===== src/rtl/dpfh_div.sv =====
// ----------------------------------------------------------------------------
// dpfh_div
// Pipelined restoring divider, one quotient bit per stage, sign applied last.
// ----------------------------------------------------------------------------
module dpfh_div #(
    parameter int AW = 36,
    parameter int DW = 17,
    parameter int QW = 22,
    parameter int PW = 15
) (
    input  logic                 i_clk,
    input  logic                 i_rst_n,
    input  logic                 i_valid,
    input  logic [AW-1:0]        i_a,
    input  logic [DW-1:0]        i_d,
    input  logic                 i_neg,
    input  logic [PW-1:0]        i_pl,
    output logic                 o_valid,
    output logic signed [QW:0]   o_q,
    output logic [PW-1:0]        o_pl
);

    logic            r_v   [QW];
    logic [DW-1:0]   r_rem [QW];
    logic [QW-1:0]   r_aq  [QW];
    logic [DW-1:0]   r_d   [QW];
    logic            r_neg [QW];
    logic [PW-1:0]   r_pl  [QW];

    logic                r_fv;
    logic signed [QW:0]  r_q;
    logic [PW-1:0]       r_fpl;

    for (genvar k = 0; k < QW; k++) begin : g_stage
        logic          w_v;
        logic [DW-1:0] w_rem;
        logic [QW-1:0] w_aq;
        logic [DW-1:0] w_d;
        logic          w_neg;
        logic [PW-1:0] w_pl;
        logic [DW:0]   w_t;
        logic [DW:0]   w_sub;
        logic          w_ge;
        logic [DW-1:0] n_rem;
        logic [QW-1:0] n_aq;

        if (k == 0) begin : g_first
            assign w_v   = i_valid;
            assign w_rem = DW'(i_a[AW-1:QW]);
            assign w_aq  = i_a[QW-1:0];
            assign w_d   = i_d;
            assign w_neg = i_neg;
            assign w_pl  = i_pl;
        end else begin : g_next
            assign w_v   = r_v[k-1];
            assign w_rem = r_rem[k-1];
            assign w_aq  = r_aq[k-1];
            assign w_d   = r_d[k-1];
            assign w_neg = r_neg[k-1];
            assign w_pl  = r_pl[k-1];
        end

        assign w_t   = {w_rem, w_aq[QW-1]};
        assign w_ge  = (w_t >= {1'b0, w_d});
        assign w_sub = w_t - {1'b0, w_d};
        assign n_rem = w_ge ? w_sub[DW-1:0] : w_t[DW-1:0];
        assign n_aq  = {w_aq[QW-2:0], w_ge};

        always_ff @(posedge i_clk) begin
            if (!i_rst_n) begin
                r_v[k] <= 1'b0;
            end else begin
                r_v[k] <= w_v;
            end
        end

        always_ff @(posedge i_clk) begin
            r_rem[k] <= n_rem;
            r_aq[k]  <= n_aq;
            r_d[k]   <= w_d;
            r_neg[k] <= w_neg;
            r_pl[k]  <= w_pl;
        end
    end

    logic signed [QW:0] w_mag;
    logic signed [QW:0] n_q;

    assign w_mag = $signed({1'b0, r_aq[QW-1]});
    assign n_q   = r_neg[QW-1] ? -w_mag : w_mag;

    always_ff @(posedge i_clk) begin
        if (!i_rst_n) begin
            r_fv <= 1'b0;
        end else begin
            r_fv <= r_v[QW-1];
        end
    end

    always_ff @(posedge i_clk) begin
        r_q   <= n_q;
        r_fpl <= r_pl[QW-1];
    end

    assign o_valid = r_fv;
    assign o_q     = r_q;
    assign o_pl    = r_fpl;

endmodule


===== config.mk =====
export PLATFORM = sky130hd
export DESIGN_NAME = dpfh_div
export DESIGN_NICKNAME = d
export VERILOG_FILES = /design/src/rtl/dpfh_div.sv
export SDC_FILE = /design/constraint.sdc
export NUM_CORES = 2
export LEC_CHECK = 0
export ABC_AREA = 1
export CAP_MARGIN = 0
export CORE_MARGIN = 2
export CORE_UTILIZATION = 50
export CTS_CLUSTER_DIAMETER = 80
export CTS_CLUSTER_SIZE = 24
export DETAILED_ROUTE_END_ITERATION = 7
export DONT_BUFFER_PORTS = 1
export GPL_TIMING_DRIVEN = 0
export PLACE_DENSITY = 0.71
export SYNTH_ARGS = -nofsm -noshare
export SYNTH_HDL_FRONTEND = slang
export SYNTH_SLANG_ARGS = --single-unit

===== constraint.sdc =====
create_clock -name i_clk -period 2.65 [get_ports i_clk]
set_input_delay 0.6625 -clock i_clk [delete_from_list [all_inputs] [get_ports i_clk]]
set_output_delay 0.6625 -clock i_clk [all_outputs]
set_load 0.01 [all_outputs]

==> impl_results.md <==
* Tightest Hold Check Type: in2reg
* Critical Path Source Type: flip-flop
* Die area at 130000 sq um
* RSZ-0062 raised after global routing: false
* Buffers on Ports at 0
* Crit share post-route at between 90% and 100%
* Total core area at 126000 sq um
* Final min period at roughly 2400 ps
* Total CTS buffers at 86
* Pre-antenna DRT Iters at 6
* Starting Density at between 50% and 60%
* CP endpoint kind: flip-flop
* Yosys reg bits at between 1500 and 2000
* Layout Skew at 37.4 ps
* Layout cells sized above 1 at ~5%
* Status: complete, no violations
* Setup violators final at 0
* Max Buffers Root-to-Sink at 3
* Max-cap violation count at 0
* All-Layer GR Usage at a little over a fifth
* Commonest non-fill, non-tap cells in the layout: nand2_1 (2743), dfxtp_1 (1611), inv_1 (1458)
* DRT Wirelength at about 140000 um
* Clock Latency Late Sink at between 700 and 800 ps
* # DRC at 0
* CP Data Required Time at about 3200 ps
* Grt ovf at 0
* Synth top area cells: dfxtp_1 (51%), nand2_1 (16%), inv_1 (8.6%)
* Max-slew violation count at 0
* Worst vdd ir at between 0.7 and 0.8 mV
* Routed vias/inst at 4.70
* Crit Path Class: reg2reg
* Pleak at around 38 nW
* Synth cell types at 46
* Synth Warn # at 0
* Switching share of power at around two fifths
* Leading cell type in the layout, fill and taps excluded: nand2_1
* Vias in the first global route at 44136
* Syn Inst Count at between 7000 and 8000
* CTS root buf: clkbuf_16
* Via count at between 40000 and 50000
* # resized after CTS at 0
* Avg Inst Size Synth at 7.99 sq um
* Achievable Freq at ~0.41 GHz
* First-pass GRT wire length at approximately 220000 um
* Initial antenna violation count at 4
* Top cell type by total area after synthesis: dfxtp_1
* DR WL/cell at about 14 um
* CTS H-tree depth at 3
* Synthesized area at between 60000 and 70000 sq um
* Placed Cells at roughly 9600
* Seq pwr share at 40.4%
* Hold Buf Count CTS at between 50 and 60
* WP data arrival at ~3000 ps
* Net count after synthesis at 8404
* Non-Filler Instances at ~9800
* Cell Int Power at around 49 mW
* IO Count at between 100 and 150
* First DRT Iteration DRCs at 3179
* Setup tns final at 0 ps
* GPL Wtd Cong at ~0.94
* Comb pwr share at 42.1%
* Post-CTS Setup Repair Bufs at 0
* Slew margin rel. at approximately 54%
* Worst slew pin tran at 689 ps
* # rows at 130
* Crit-path max FO at 10
* TritonCTS clock tree: yes
* Fillers at 11535
* Area Growth Syn to Fin at 8.32%
* Detailed Place HPWL at about 110000 um
* Clk slew on worst S/H paths at roughly 90 ps
* Diodes inserted at 0
* Width of the die at approximately 360 um
* PD cells at between 1000 and 1500 nW/um^2
* Final ANT Viol Nets at 0
* Layout net count at 8546
* Clock Sinks at about 1600
* Clock share of power at roughly 18%
* Top-area cell type share of the netlist area at between 50% and 60%
* Final Hold Viols at 0
* Largest net degree at the start of global routing at 25
* Post-synthesis sequential area ratio at 50.9%
* Die Height at between 300 and 400 um
* Sw Pwr at between 30 and 40 mW
-- Yosys cell counts, drive strengths merged --
cell       n
nand3    628
or2       29
xor2     141
xnor2     23
and3      17
o21a       9
a21oi    200
nand4     39
o211ai     1
a31oi      2
buf       70
inv     1470
clkbuf     4
fa        21
nand3b    20
dfxtp   1611
o21ai     21
nor3b      1
nor2     308
ha       373
a21o       1
and2      27
nand2   2859
o21bai     4
nor4      19
nor3      40
-- cell type report --
class / count / area [sq um] / share of cell area, %
Tap cell: 1650 / 2060 / 3.01
Timing Repair Buffer: 54 / 541 / 0.787
Clock buffer: 95 / 2300 / 3.35
Sequential cell: 1611 / 32300 / 47.0
Multi-Input combinational cell: 4783 / 25100 / 36.5
Clock inverter: 28 / 368 / 0.536
Inverter: 1470 / 5520 / 8.03
Buffer: 74 / 586 / 0.853
-- routing by layer --
| metal | part of all wire [%] | track usage, % | vias up |
|---|---|---|---|
| met1 | 47 | 27.5 | 20453 |
| met2 | 46 | 35.3 | 950 |
| met3 | 4.0 | 2.70 | 247 |
| met4 | 3.2 | 6.93 | 0 |
| li1 | - | - | 24229 |
| met5 | 0 | 0 | - |
-- registers in the layout, indices dropped and copies added, names as in the netlist --
signal / flops
r_rem: 357
r_aq: 484
r_d: 357
o_q: 23
o_valid: 1
r_v: 22
o_pl: 15
r_neg: 22
r_pl: 330
-- critical path, stage by stage, from the launching register on --
cell and delay, ps:
dfxtp_1 470, ha_1 190, inv_1 60, fa_1 400, nand2_1 80, nand2_1 90, nand3b_1 120, nand2_2 80
nand2_1 100, nand2_2 80, nand2_4 130, nand2_4 130, buf_6 190, nand2_1 60, nand2_1 100
-- path summary, 6_finish.rpt --
path                                           from             endpoint  slack (ps)  cells past startpoint
worst min register to register  r_aq[1][42]$_DFF_P_  r_aq[1][65]$_DFF_P_         310                      0
worst max register to register    r_d[5][0]$_DFF_P_  r_rem[6][2]$_DFF_P_         230                     14
worst min-delay path                        i_valid       r_v[0]$_DFF_P_          80                      2
worst max-delay path              r_d[5][0]$_DFF_P_  r_rem[6][2]$_DFF_P_         230                     14
-- power by group through the flow --
| stage | Clock (mW) | Sequential [mW] | Combinational [mW] |
|---|---|---|---|
| after global placement | 0 | 33.7 | 33.6 |
| after CTS | 15.0 | 33.3 | 34.5 |
| after global routing | 15.8 | 33.7 | 39.7 |
| after floorplan | 0 | 32.2 | 26.8 |
| after detailed placement | 0 | 33.7 | 34.2 |
| final | 14.4 | 33.2 | 34.6 |
-- cells by family (layout without fill, tap and decap cells) --
logic type | after synthesis | in the layout | share of synthesized area (%)
XOR/XNOR | 164 | 164 | 2.27
adder cells (fa/ha/maj) | 394 | 394 | 8.02
flip-flops | 1611 | 1611 | 50.9
buffers and inverters | 1544 | 1721 | 9.62
AND/OR/NAND/NOR | 3987 | 3987 | 27.2
AO/OA/AOI/OAI | 238 | 238 | 2.02
-- metrics by stage --
stage	util [%]	worst slack, ps	hold slack [ps]	power [mW]	area (sq um)
2_1_floorplan	-	637	310	58.9	63400
3_3_place_gp	52.1	258	310	67.3	65500
3_5_place_dp	52.1	217	312	67.9	65500
4_1_cts	54.6	211	7.55	82.7	68700
5_1_grt	54.6	72.1	22.6	89.3	68700
6_report	54.6	229	77.0	82.2	68700
Note: power is estimated with default switching activity, not from simulation.
